### config.mk
export PLATFORM = sky130hd
export DESIGN_NAME = lru_page_replacement_top
export DESIGN_NICKNAME = d
export VERILOG_FILES = /design/src/design/lrupr_pkg.sv /design/src/design/lrupr_store.sv /design/src/design/lru_page_replacement_top.sv
export SDC_FILE = /design/constraint.sdc
export NUM_CORES = 1
export LEC_CHECK = 0
export ABC_AREA = 0
export BUFFER_PORTS_ARGS = -buffer_cell sky130_fd_sc_hd__buf_2
export CAP_MARGIN = 10
export CORE_MARGIN = 10
export CORE_UTILIZATION = 25
export CTS_CLUSTER_DIAMETER = 150
export DETAILED_ROUTE_END_ITERATION = 6
export PLACE_DENSITY_LB_ADDON = 0.05
export SLEW_MARGIN = 10
export SYNTH_ARGS = -nofsm -noshare
export SYNTH_HDL_FRONTEND = slang
export SYNTH_SLANG_ARGS = --single-unit
### constraint.sdc
create_clock -name clock -period 5.5 [get_ports clock]
set_clock_uncertainty 0.05 [all_clocks]
set_input_delay 0.275 -clock clock [delete_from_list [all_inputs] [get_ports clock]]
set_output_delay 0.275 -clock clock [all_outputs]
set_load 0.02 [all_outputs]
### src/design/lrupr_pkg.sv
// Shared constants for the LRU page replacement block.
// No dependencies; imported by the store and the top level.
`default_nettype none

package lrupr_pkg;

   // Built depth and page width defaults.
   localparam int MAX_SLOTS_DEF  = 16;
   localparam int PAGE_WIDTH_DEF = 16;

   // Fixed port widths.
   localparam int PAGE_NUMBER_W = 16;
   localparam int FAULT_W       = 32;
   localparam int CSR_W         = 5;

   // Reset value of the slots-in-use register.
   localparam int CSR_RESET = 16;

endpackage

`default_nettype wire

### src/design/lrupr_store.sv
// Fully associative page store kept in LRU order, with per-slot valid marks.
// Depends on lrupr_pkg for its parameter defaults.
`default_nettype none

module lrupr_store #(
   parameter int MAX_SLOTS  = lrupr_pkg::MAX_SLOTS_DEF,
   parameter int PAGE_WIDTH = lrupr_pkg::PAGE_WIDTH_DEF,
   parameter int CNT_W      = $clog2(MAX_SLOTS + 1)
) (
   input  wire logic                  clock,
   input  wire logic                  reset,
   input  wire logic                  update,
   input  wire logic [PAGE_WIDTH-1:0] page,
   input  wire logic [CNT_W-1:0]      slots_used,
   output logic                       hit
);

   import lrupr_pkg::*;

   logic [PAGE_WIDTH-1:0] slot_ff [MAX_SLOTS];
   logic [PAGE_WIDTH-1:0] slot_in [MAX_SLOTS];
   logic [MAX_SLOTS-1:0]  valid_ff;
   logic [MAX_SLOTS-1:0]  valid_in;
   logic [MAX_SLOTS:0]    valid_ext;

   logic [MAX_SLOTS-1:0] active;
   logic [MAX_SLOTS-1:0] stop;
   logic [MAX_SLOTS-1:0] hit_first;
   logic [MAX_SLOTS-1:0] empty_first;
   logic [MAX_SLOTS-1:0] start;
   logic [MAX_SLOTS-1:0] reach;
   logic [MAX_SLOTS-1:0] put;
   logic [MAX_SLOTS-1:0] shift;
   logic                 found_hit;
   logic                 found_empty;

   assign valid_ext = {1'b0, valid_ff};

   // Lookup: first matching valid slot and first empty slot among those in use.
   always_comb begin
      found_hit   = 1'b0;
      found_empty = 1'b0;
      hit_first   = '0;
      empty_first = '0;
      for (int i = 0; i < MAX_SLOTS; i++) begin
         active[i] = CNT_W'(i) < slots_used;
         // A run of valid entries ends at the last slot in use or before an empty one.
         stop[i]   = (CNT_W'(i + 1) == slots_used) || !valid_ext[i + 1];
         if (!found_hit && active[i] && valid_ff[i] && (slot_ff[i] == page)) begin
            hit_first[i] = 1'b1;
            found_hit    = 1'b1;
         end
         if (!found_empty && active[i] && !valid_ff[i]) begin
            empty_first[i] = 1'b1;
            found_empty    = 1'b1;
         end
      end
   end

   assign hit = found_hit;

   // A hit shifts from the hit slot; a miss into a full store shifts from slot 0.
   always_comb begin
      start = '0;
      if (found_hit) begin
         start = hit_first;
      end else if (!found_empty) begin
         start[0] = 1'b1;
      end
      for (int i = 0; i < MAX_SLOTS; i++) begin
         if (i == 0) begin
            reach[i] = start[i];
         end else begin
            reach[i] = start[i] | (reach[i-1] & ~stop[i-1]);
         end
         shift[i] = reach[i] & ~stop[i];
         put[i]   = (reach[i] & stop[i]) | (~found_hit & empty_first[i]);
      end
   end

   for (genvar g = 0; g < MAX_SLOTS; g++) begin : g_slot
      logic [PAGE_WIDTH-1:0] next_src;
      if (g < MAX_SLOTS - 1) begin : g_inner
         assign next_src = slot_ff[g+1];
      end else begin : g_last
         assign next_src = slot_ff[g];
      end

      always_comb begin
         slot_in[g]  = slot_ff[g];
         valid_in[g] = valid_ff[g];
         if (update) begin
            if (put[g]) begin
               slot_in[g]  = page;
               valid_in[g] = 1'b1;
            end else if (shift[g]) begin
               slot_in[g] = next_src;
            end
         end
      end

      always_ff @(posedge clock) begin
         slot_ff[g] <= slot_in[g];
      end
   end

   always_ff @(posedge clock) begin
      if (reset) begin
         valid_ff <= '0;
      end else begin
         valid_ff <= valid_in;
      end
   end

   // Valid entries always form a prefix of the store.
   a_valid_prefix: assert property (@(posedge clock) disable iff (reset)
      ((valid_ff + MAX_SLOTS'(1)) & valid_ff) == '0)
      else $error("valid slots do not form a prefix");

   // At most one slot takes the new page per reference.
   a_single_put: assert property (@(posedge clock) disable iff (reset)
      update |-> $onehot0(put))
      else $error("more than one slot written with the page");

   // A hit never changes how many slots are valid.
   a_hit_keeps_count: assert property (@(posedge clock) disable iff (reset)
      update && hit |=> $countones(valid_ff) == $past($countones(valid_ff)))
      else $error("valid count changed on a hit");

endmodule

`default_nettype wire

### src/design/lru_page_replacement_top.sv
// Top level of the LRU page replacement block: handshakes, slot-count register
// and fault counter around lrupr_store. Depends on lrupr_pkg and lrupr_store.
`default_nettype none

// Each request word carries one page reference and produces exactly one response
// word: a hit flag and the running, saturating page fault total including this
// reference. The block sustains one reference per clock cycle while responses are
// taken. A reference is captured in an input register; once the output register
// can take the response, the whole slot store is searched in parallel, reordered
// by a one-place shift, and the response is loaded into the output register. A
// held-off response stalls the input once the input register is also occupied.
// That combinational compare and shift across all slots is what sets the clock
// rate of the design. Slots beyond the configured count are left untouched and
// rejoin with their old contents when the count is raised. A count of zero acts
// as one, and one above MAX_SLOTS acts as MAX_SLOTS. Write the count only while no
// reference is in flight. Pages wider than the request field are zero-extended;
// narrower ones use the low bits of the request.
module lru_page_replacement_top #(
   parameter int MAX_SLOTS  = lrupr_pkg::MAX_SLOTS_DEF,
   parameter int PAGE_WIDTH = lrupr_pkg::PAGE_WIDTH_DEF
) (
   input  wire logic                               clock,
   input  wire logic                               reset,
   input  wire logic                               req_valid,
   output logic                                    req_ready,
   input  wire logic [lrupr_pkg::PAGE_NUMBER_W-1:0] req_page_number,
   output logic                                    rsp_valid,
   input  wire logic                               rsp_ready,
   output logic                                    rsp_hit,
   output logic [lrupr_pkg::FAULT_W-1:0]           rsp_fault_total,
   input  wire logic                               csr_write_enable,
   input  wire logic [lrupr_pkg::CSR_W-1:0]        csr_entries_in_use
);

   import lrupr_pkg::*;

   localparam int CNT_W       = $clog2(MAX_SLOTS + 1);
   localparam int CMP_W       = ((CNT_W > CSR_W) ? CNT_W : CSR_W) + 1;
   localparam int RESET_SLOTS = (CSR_RESET > MAX_SLOTS) ? MAX_SLOTS : CSR_RESET;

   // Clamped slot count, kept ready to use by the store.
   logic [CNT_W-1:0] slots_ff;
   logic [CNT_W-1:0] slots_in;
   logic [CMP_W-1:0] csr_wide;

   always_comb begin
      csr_wide = CMP_W'(csr_entries_in_use);
      slots_in = slots_ff;
      if (csr_write_enable) begin
         priority if (csr_wide == '0) begin
            slots_in = CNT_W'(1);
         end else if (csr_wide > CMP_W'(MAX_SLOTS)) begin
            slots_in = CNT_W'(MAX_SLOTS);
         end else begin
            slots_in = CNT_W'(csr_wide);
         end
      end
   end

   always_ff @(posedge clock) begin
      if (reset) begin
         slots_ff <= CNT_W'(RESET_SLOTS);
      end else begin
         slots_ff <= slots_in;
      end
   end

   // Page field taken from the request word.
   logic [PAGE_WIDTH-1:0] req_page;
   if (PAGE_WIDTH <= PAGE_NUMBER_W) begin : g_page_narrow
      assign req_page = req_page_number[PAGE_WIDTH-1:0];
   end else begin : g_page_wide
      assign req_page = {{(PAGE_WIDTH - PAGE_NUMBER_W){1'b0}}, req_page_number};
   end

   // Input register. The store works on it once the output register can take
   // the response, which lets a new request word in during that same cycle.
   logic                  in_valid_ff;
   logic                  in_valid_in;
   logic [PAGE_WIDTH-1:0] in_page_ff;
   logic                  advance;

   assign advance   = in_valid_ff && (!rsp_valid || rsp_ready);
   assign req_ready = !in_valid_ff || advance;

   always_comb begin
      in_valid_in = in_valid_ff;
      if (req_valid && req_ready) begin
         in_valid_in = 1'b1;
      end else if (advance) begin
         in_valid_in = 1'b0;
      end
   end

   always_ff @(posedge clock) begin
      if (reset) begin
         in_valid_ff <= 1'b0;
      end else begin
         in_valid_ff <= in_valid_in;
      end
   end

   always_ff @(posedge clock) begin
      if (req_valid && req_ready) begin
         in_page_ff <= req_page;
      end
   end

   logic store_hit;

   lrupr_store #(
      .MAX_SLOTS  (MAX_SLOTS),
      .PAGE_WIDTH (PAGE_WIDTH),
      .CNT_W      (CNT_W)
   ) u_store (
      .clock      (clock),
      .reset      (reset),
      .update     (advance),
      .page       (in_page_ff),
      .slots_used (slots_ff),
      .hit        (store_hit)
   );

   // Fault counter. It changes only when a response is loaded, so it doubles as
   // the response's fault total.
   logic [FAULT_W-1:0] fault_ff;
   logic [FAULT_W-1:0] fault_in;

   always_comb begin
      fault_in = fault_ff;
      if (advance && !store_hit && (fault_ff != '1)) begin
         fault_in = fault_ff + FAULT_W'(1);
      end
   end

   // Output register.
   logic rsp_valid_ff;
   logic rsp_valid_in;
   logic rsp_hit_ff;

   always_comb begin
      rsp_valid_in = rsp_valid_ff;
      if (advance) begin
         rsp_valid_in = 1'b1;
      end else if (rsp_ready) begin
         rsp_valid_in = 1'b0;
      end
   end

   always_ff @(posedge clock) begin
      if (reset) begin
         fault_ff     <= '0;
         rsp_valid_ff <= 1'b0;
      end else begin
         fault_ff     <= fault_in;
         rsp_valid_ff <= rsp_valid_in;
      end
   end

   always_ff @(posedge clock) begin
      if (advance) begin
         rsp_hit_ff <= store_hit;
      end
   end

   assign rsp_valid       = rsp_valid_ff;
   assign rsp_hit         = rsp_hit_ff;
   assign rsp_fault_total = fault_ff;

   // The fault total never goes down outside reset.
   a_fault_monotonic: assert property (@(posedge clock) disable iff (reset)
      !$past(reset) |-> fault_ff >= $past(fault_ff))
      else $error("fault total decreased");

   // A miss below saturation adds exactly one fault.
   a_miss_counts: assert property (@(posedge clock) disable iff (reset)
      advance && !store_hit && (fault_ff != '1) |=> fault_ff == $past(fault_ff) + FAULT_W'(1))
      else $error("miss did not add one fault");

   // A hit leaves the fault total alone and reports a hit.
   a_hit_no_fault: assert property (@(posedge clock) disable iff (reset)
      advance && store_hit |=> $stable(fault_ff) && rsp_hit && rsp_valid)
      else $error("hit changed the fault total or was not reported");

endmodule

`default_nettype wire

After elaboration in Yosys (flattened, before gate mapping)
Memory sizes are Yosys's and may differ from the RTL's. Index checks and enable logic that the tools add are counted.

Register bits after elaboration: 72. RAM bits: 256. Output and inout port bits: 35. Memories kept: 1.

Memories: u_store.slot_ff (depth 16, bits a word 16, read ports 16, clocked after memory_dff 0, write ports 16, line lrupr_store.sv:20) `logic [PAGE_WIDTH-1:0] slot_ff [MAX_SLOTS];`.

$add $sub $neg: 1. Magnitude comparators: 17. Eq/ne operators: 32. Muxes and demuxes: 118. Bitwise gates (word level): 93. Reductions and logical operators: 167.

Operators with widths (count): $mux W16 (47); $eq A16 B16 Y1 (16); $logic_and A1 B1 Y1 (82); $mux W1 (68); $logic_not A1 Y1 (49); $and A1 B1 Y1 (46); $eq A4 B5 Y1 const A (8); $lt A4 B5 Y1 const A (8); $add A32 B1 Y32 const B (1); $ne A32 B32 Y1 const B (1); $reduce_and A2 Y1 (16); $or A1 B1 Y1 (31); $eq A3 B5 Y1 const A (4); $lt A3 B5 Y1 const A (4); $logic_or A1 B1 Y1 (17); $not A1 Y1 (16); $mux W15 (1); $eq A2 B5 Y1 const A (2); $lt A1 B5 Y1 const A (2); $lt A2 B5 Y1 const A (2); $mux W5 (2); $eq A1 B5 Y1 const A (1); $gt A5 B5 Y1 const B (1); $logic_not A5 Y1 (1); $reduce_bool A2 Y1 (2).

Longest topological paths before layout
Gate-level depths: netlist of run 1.

Word-level depth: 113. Depth in mapped cells: 18.

Hierarchy
Synthesis of run 1 repeated with hierarchy kept, for this count alone.

Cell total of the unflattened synthesis: 1655. Area, all modules: 19382.3 um^2.

By module, submodules not included: lrupr_store (times used 1, cells an instance 1409, area each 16920.0 um^2, seq. area each 8007.7 um^2); lru_page_replacement_top (times used 1, cells an instance 246, area each 2462.4 um^2, seq. area each 1291.2 um^2).

Worst setup path before layout of run 1
No wires, ideal clock.

Path type: reg-to-reg. Start: register, netlist name in_page_ff[0]. End: memory u_store.slot_ff[1][112] (netlist name) (enable). Arrival time: 3.956 ns. Setup slack: 1.080 ns. Stages on the path, launching flop included: 14. Buffers on the path: 1. Path through: edfxtp_1 buf_6 xnor2_2 nand2_1 or3b_1 or4_4 mux2_4 nor4b_2 a21oi_2 nand2_1 a32o_1 a22oi_1 a2bb2oi_1 o31ai_1.

RTL lines (line): end, declared (lrupr_store.sv:20).

==> results.json, run 1 <==
{
  "grt_usage": 0.153,
  "fin_crit_sh": 0.923,
  "die_w_um": 295,
  "slowest_delay_ns": 0.99,
  "n_fill_cell": 7682,
  "yosysTopAreaCellShare": 0.433,
  "critPathSlowestCell": "edfxtp_1",
  "syn-cell-area_mm2": 0.0190,
  "htree_num_levels": 2,
  "wire_per_inst_um": 24.8,
  "diodes": 0,
  "vias": 13268,
  "ir_drop_mv": 0.199,
  "critPathCaptureType": "flip-flop",
  "ys_warn_count": 0,
  "hp-class": "input port to flip-flop",
  "start_util": 0.253,
  "arrival_ns": 5.35,
  "grt_overflow": 0,
  "fin_crit_ns": 5.08,
  "syn_area_per_cell_um2": 11.8,
  "dp_slack_ns": 0.407,
  "crit_chain": "buf_4 > xor2_1 > nor2_1 > nand4b_1 > or4_1 > nand4_1 > nor4_2 > buf_12 > nand4_1 > a21oi_4 > a22oi_4 > o311ai_4 > a31oi_4 > mux2_2",
  "routed_wl_um": 67800,
  "netlist_top_cells_area": "edfxtp_1 43%, mux2_2 13%, xor2_1 7.7%, dfxtp_1 5.8%, xnor2_1 5.3%",
  "synth_edf_count": 273,
  "rsz0062_at_grt": "false",
  "syn-num-nets": 1635,
  "rows": 100,
  "stdcell_area_mm2": 0.0224,
  "numCtsBuffers": 45,
  "cts_setup_buffers": 0,
  "grt_pass1_wl_um": 98300,
  "finalHoldViolCount": 0,
  "dpl_cell_area_mm2": 0.0207,
  "ys_ff_latch": 328,
  "cts-root-buf": "clkbuf_16",
  "fin_ws_ns": 0.425,
  "max_freq_mhz": 197,
  "ys.flop_type": "edfxtp_1",
  "die_y_um": 295,
  "area_growth_pct": 18.4,
  "cp_max_fo": 16,
  "drv_cap": 0,
  "syn_inst": 1608,
  "p_per_area_mw_per_mm2": 274,
  "gp_congestion": 0.845,
  "final_common_cell": "edfxtp_1",
  "cts_hold_buf": 29,
  "cts_resized": 0,
  "routed_via_density": 4.85,
  "status": "finished clean",
  "drt_pass1_iterations": 5,
  "holdWs_ns": 0.0461,
  "layout-drive-gt1-share": 0.281,
  "synth_cell_types": 84,
  "first_iter_violations": 941,
  "cts.path.max_buffers": 3,
  "maxSlewViolCount": 0,
  "dieArea_mm2": 0.0872,
  "clock_latency_ns": 0.59,
  "grt_pass1_vias": 13417,
  "setup-tns-final_ns": 0,
  "slew_headroom": 0.267,
  "synth_top_cell_by_area": "edfxtp_1",
  "core_region_area_mm2": 0.0748,
  "grt_max_degree": 54,
  "tritoncts": "done",
  "final_nets": 1763,
  "required_ns": 5.77,
  "path_common_cell": "nand4_1",
  "path_class": "flip-flop to flip-flop",
  "hpwl_um": 49800,
  "total_power_mw": 6.15,
  "worstMarginPinSlew_ns": 1.09,
  "ys_seq_area_frac": 0.491,
  "ios": 61,
  "drcViolationCount": 0,
  "layout_common_cells": "273 x edfxtp_1, 211 x mux2_2, 166 x xor2_1",
  "antenna_left": 0,
  "clk_pin_slew_ns": 0.06,
  "async_reset_ff_frac": 0,
  "antenna_found_initial": 0,
  "setup_violations": 0,
  "start_kind": "flip-flop",
  "port_buffers": 60,
  "p_leak_nw": 7.73,
  "cts.sinks": 328
}
[layout make-up]
class / count / area, um^2 / area share
Tap cell: 969 / 1210 / 0.0540
Inverter: 26 / 97.6 / 0.00435
Clock buffer: 63 / 1340 / 0.0597
Clock inverter: 16 / 129 / 0.00574
Sequential cell: 328 / 9300 / 0.414
Timing Repair Buffer: 183 / 1370 / 0.0611
Multi-Input combinational cell: 1152 / 8990 / 0.401
[Yosys cell counts, drive strengths merged, types with 2 or more instances]
master,number
nor4,55
or3b,4
a31oi,7
edfxtp,273
a21o,2
nor4b,6
nand4b,3
and3,13
o211a,2
o21ba,2
or4b,2
nor3b,4
o31ai,6
nor2,107
and4,7
o21ai,42
clkbuf,29
o22ai,4
a21boi,2
or3,8
nor2b,7
a2bb2oi,4
nor3,32
or2,5
nand3,36
mux2,242
inv,26
xor2,166
a21oi,51
xnor2,116
nor4bb,2
o211ai,2
nand2,78
a22o,2
nand2b,21
dfxtp,55
and2,5
nand3b,3
or4,9
a22oi,4
mux2i,7
o21a,8
buf,73
nand4,62
[state kept, by name, indices dropped and copies added, names as in the netlist]
name              cells
in_page_ff           16
in_valid_ff           1
rsp_hit               1
u_store.slot_ff     256
rsp_fault_total      32
rsp_valid             1
u_store.valid_ff     16
slots_ff              5
[final timing paths]
kind                                 start                          endpoint  slack (ns)  cells past startpoint
setup / recovery  in_page_ff[10]$_DFFE_PP_  u_store.slot_ff[1][97]$_DFFE_PP_        0.42                     14
hold / removal            csr_write_enable          slots_ff[1]$_SDFFE_PP0P_        0.05                      4
setup reg to reg  in_page_ff[10]$_DFFE_PP_  u_store.slot_ff[1][97]$_DFFE_PP_        0.42                     14
hold reg to reg   in_valid_ff$_SDFFE_PP0P_            rsp_valid$_SDFFE_PP0P_        0.48                      2
[cell families after synthesis]
group / share of synthesized area
compound gates: 0.0549
simple gates: 0.135
buf+inv: 0.0353
fa+ha+maj: 0.00119
mux: 0.152
flops: 0.491
xor+xnor: 0.131
[power breakdown]
part / internal (mW) / switching, mW
Sequential: 2.69 / 0.0408
Clock: 1.78 / 1.20
Combinational: 0.166 / 0.272
[per-stage QoR]
step	cells	util
detailed placement	2629	0.276
global route	2737	0.300
finish	2737	0.300
global placement	2629	0.276
floorplan	1608	-
CTS	2737	0.300
[metal layers]
layer  vias to the layer above  routed length (um)  GRT usage
met3                        67                3350     0.0271
met2                       347               28800      0.228
li1                       6177                   -          -
met5                         -                   0          0
met4                         0                1140     0.0332
met1                      6677               34500      0.226
[worst max-delay path, delay by kind of cell (launching register included)]
family / cells / cell delay, ns
xor gates and xnor gates: 1 / 0.11
AOI/OAI and AO/OA: 4 / 1.32
buffers and inverters: 2 / 0.56
muxes: 1 / 0.41
DFF: 1 / 0.99
and+or+nand+nor: 6 / 1.32
(Power assumes the default switching activity.)
==> run 2, diff against run 1 <==
--- a/config.mk
+++ b/config.mk
@@ -12,7 +12,8 @@
 export CORE_UTILIZATION = 25
 export CTS_CLUSTER_DIAMETER = 150
 export DETAILED_ROUTE_END_ITERATION = 6
-export PLACE_DENSITY_LB_ADDON = 0.05
+export MAX_ROUTING_LAYER = met4
+export PLACE_DENSITY = 0.39
 export SLEW_MARGIN = 10
 export SYNTH_ARGS = -nofsm -noshare
 export SYNTH_HDL_FRONTEND = slang
==> run 2 against run 1 <==
  * Critical path depth decreased by 2
  * Maximum frequency rose by 3.0%
  * Global-route usage shrank 1.1 points
  * Clock power fell by 6%
  * Via count decreased by 1.9%
  * Worst setup slack improved by 0.15 ns
  * Routed wire length is 10% lower
  * Sequential share of layout area up 0.38 points
  * Worst hold slack about the same
==> results.json, run 2 (synthesis gave the netlist of run 1 again) <==
{
  "status": "finished clean",
  "setup_violations": 0,
  "dieArea_mm2": 0.0872,
  "cp-startpoint": "in_page_ff[6]$_DFFE_PP_",
  "p_per_area_mw_per_mm2": 268,
  "r2r-start": "in_page_ff[6]$_DFFE_PP_",
  "routed_via_density": 4.80,
  "rows": 100,
  "p_leak_nw": 7.59,
  "antenna_found_initial": 2,
  "layout_common_cells": "273 x edfxtp_1, 211 x mux2_2, 166 x xor2_1",
  "drt_pass1_iterations": 5,
  "dpl_cell_area_mm2": 0.0206,
  "regMostFlops": "u_store.slot_ff",
  "finalHoldViolCount": 0,
  "wire_per_inst_um": 22.5,
  "n_fill_cell": 7633,
  "start_util": 0.253,
  "tritoncts": "done",
  "cts_resized": 0,
  "maxSlewViolCount": 0,
  "ios": 61,
  "gp_congestion": 0.877,
  "ir_drop_mv": 0.164,
  "slew_headroom": 0.260,
  "grt_usage": 0.143,
  "area_growth_pct": 17.3,
  "rrSetupSlack_ns": 0.57,
  "vias": 13016,
  "r2r_cells": 12,
  "port_buffers": 60,
  "numCtsBuffers": 42,
  "max_freq_mhz": 203,
  "cp_max_fo": 16,
  "die_w_um": 295,
  "hold_start": "csr_write_enable",
  "fin_crit_sh": 0.896,
  "cts-root-buf": "clkbuf_16",
  "largest_reg_flops": 256,
  "cts.sinks": 328,
  "clk_pin_slew_ns": 0.06,
  "grt_pass1_vias": 13291,
  "layout-drive-gt1-share": 0.274,
  "core_region_area_mm2": 0.0748,
  "endpoint": "u_store.slot_ff[1][96]$_DFFE_PP_",
  "path_class": "flip-flop to flip-flop",
  "reg2reg_to": "u_store.slot_ff[1][96]$_DFFE_PP_",
  "cts.path.max_buffers": 3,
  "final_nets": 1737,
  "start_kind": "flip-flop",
  "required_ns": 5.78,
  "grt_max_degree": 54,
  "final_common_cell": "edfxtp_1",
  "antenna_left": 0,
  "hpwl_um": 44200,
  "drcViolationCount": 0,
  "hp-class": "input port to flip-flop",
  "grt_overflow": 0,
  "htree_num_levels": 2,
  "grt_pass1_wl_um": 90500,
  "stdcell_area_mm2": 0.0222,
  "dp_slack_ns": 0.626,
  "die_y_um": 295,
  "critPathCaptureType": "flip-flop",
  "clock_latency_ns": 0.58,
  "holdWs_ns": 0.0457,
  "routed_wl_um": 61100,
  "fin_crit_ns": 4.93,
  "fin_ws_ns": 0.574,
  "arrival_ns": 5.21,
  "worstMarginPinSlew_ns": 1.11,
  "total_power_mw": 5.97,
  "drv_cap": 0,
  "first_iter_violations": 1018,
  "setup-tns-final_ns": 0,
  "rsz0062_at_grt": "false"
}
[run 2: changes by cell type in the layout (fill, tap and decap cells not counted), sizes merged]
| cell | delta |
|---|---|
| clkinv | +6 |
| inv | +1 |
| clkbuf | -12 |
| bufinv | +3 |
| diode | +1 |
| dlygate4sd3 | -6 |
| buf | -17 |
| clkinvlp | +1 |
[run 2: stage by stage]
stage          std cells   util
2_1_floorplan       1608      -
3_3_place_gp        2612  0.276
3_5_place_dp        2612  0.276
4_1_cts             2713  0.297
5_1_grt             2714  0.297
6_report            2714  0.297
[run 2: worst min path at each step]
| stage | to | slack (ns) | depth (start not counted) |
|---|---|---|---|
| 2_1_floorplan | in_page_ff[0]$_DFFE_PP_ | 0.32 | 0 |
| 3_3_place_gp | in_page_ff[11]$_DFFE_PP_ | 0.40 | 1 |
| 3_5_place_dp | in_page_ff[11]$_DFFE_PP_ | 0.40 | 1 |
| 4_1_cts | slots_ff[4]$_SDFFE_PP1P_ | 0.009 | 3 |
| 5_1_grt | slots_ff[4]$_SDFFE_PP1P_ | 0.05 | 3 |
| 6_report | slots_ff[3]$_SDFFE_PP0P_ | 0.05 | 3 |
[run 2: power breakdown]
group	internal (mW)	total (mW)	switching, mW
Combinational	0.163	0.430	0.268
Sequential	2.69	2.72	0.0326
Clock	1.67	2.81	1.14
[run 2: final cells by class]
class	instances	area, um^2	share of cell area
timing repair buffer	160	1250	0.0560
sequential	328	9300	0.418
antenna	1	2.50	0.000113
tap	969	1210	0.0545
clock buffer	51	1110	0.0497
inverter	26	97.6	0.00439
multi-input combinational	1152	8990	0.404
clock inverter	27	280	0.0126
[run 2: per-layer routing]
layer  global-route usage  up-vias  wire (um)
li1                     -     6120          -
met1                0.194     6462      29200
met2                0.214      347      27100
met3               0.0265       87       3480
met4               0.0385        0       1360
met5                    -        -          0
[run 2: worst max-delay path: stages (launching register included)]
cell and delay [ns]:
edfxtp_1 1.02, xnor2_1 0.27, or4b_1 0.50, nor4_1 0.48, a2bb2oi_2 0.16, nand4_1 0.21
nor4_2 0.08, nand4_1 0.16, a21oi_4 0.11, a22oi_4 0.34, o311ai_4 0.13, a31oi_4 0.72
mux2_2 0.41
[run 2: repair_timing]
item | 4_1_cts | 5_1_grt
hold buffers | 23 | 0
endpoints found under the hold margin | 22 | 0
setup buffers | 0 | 0
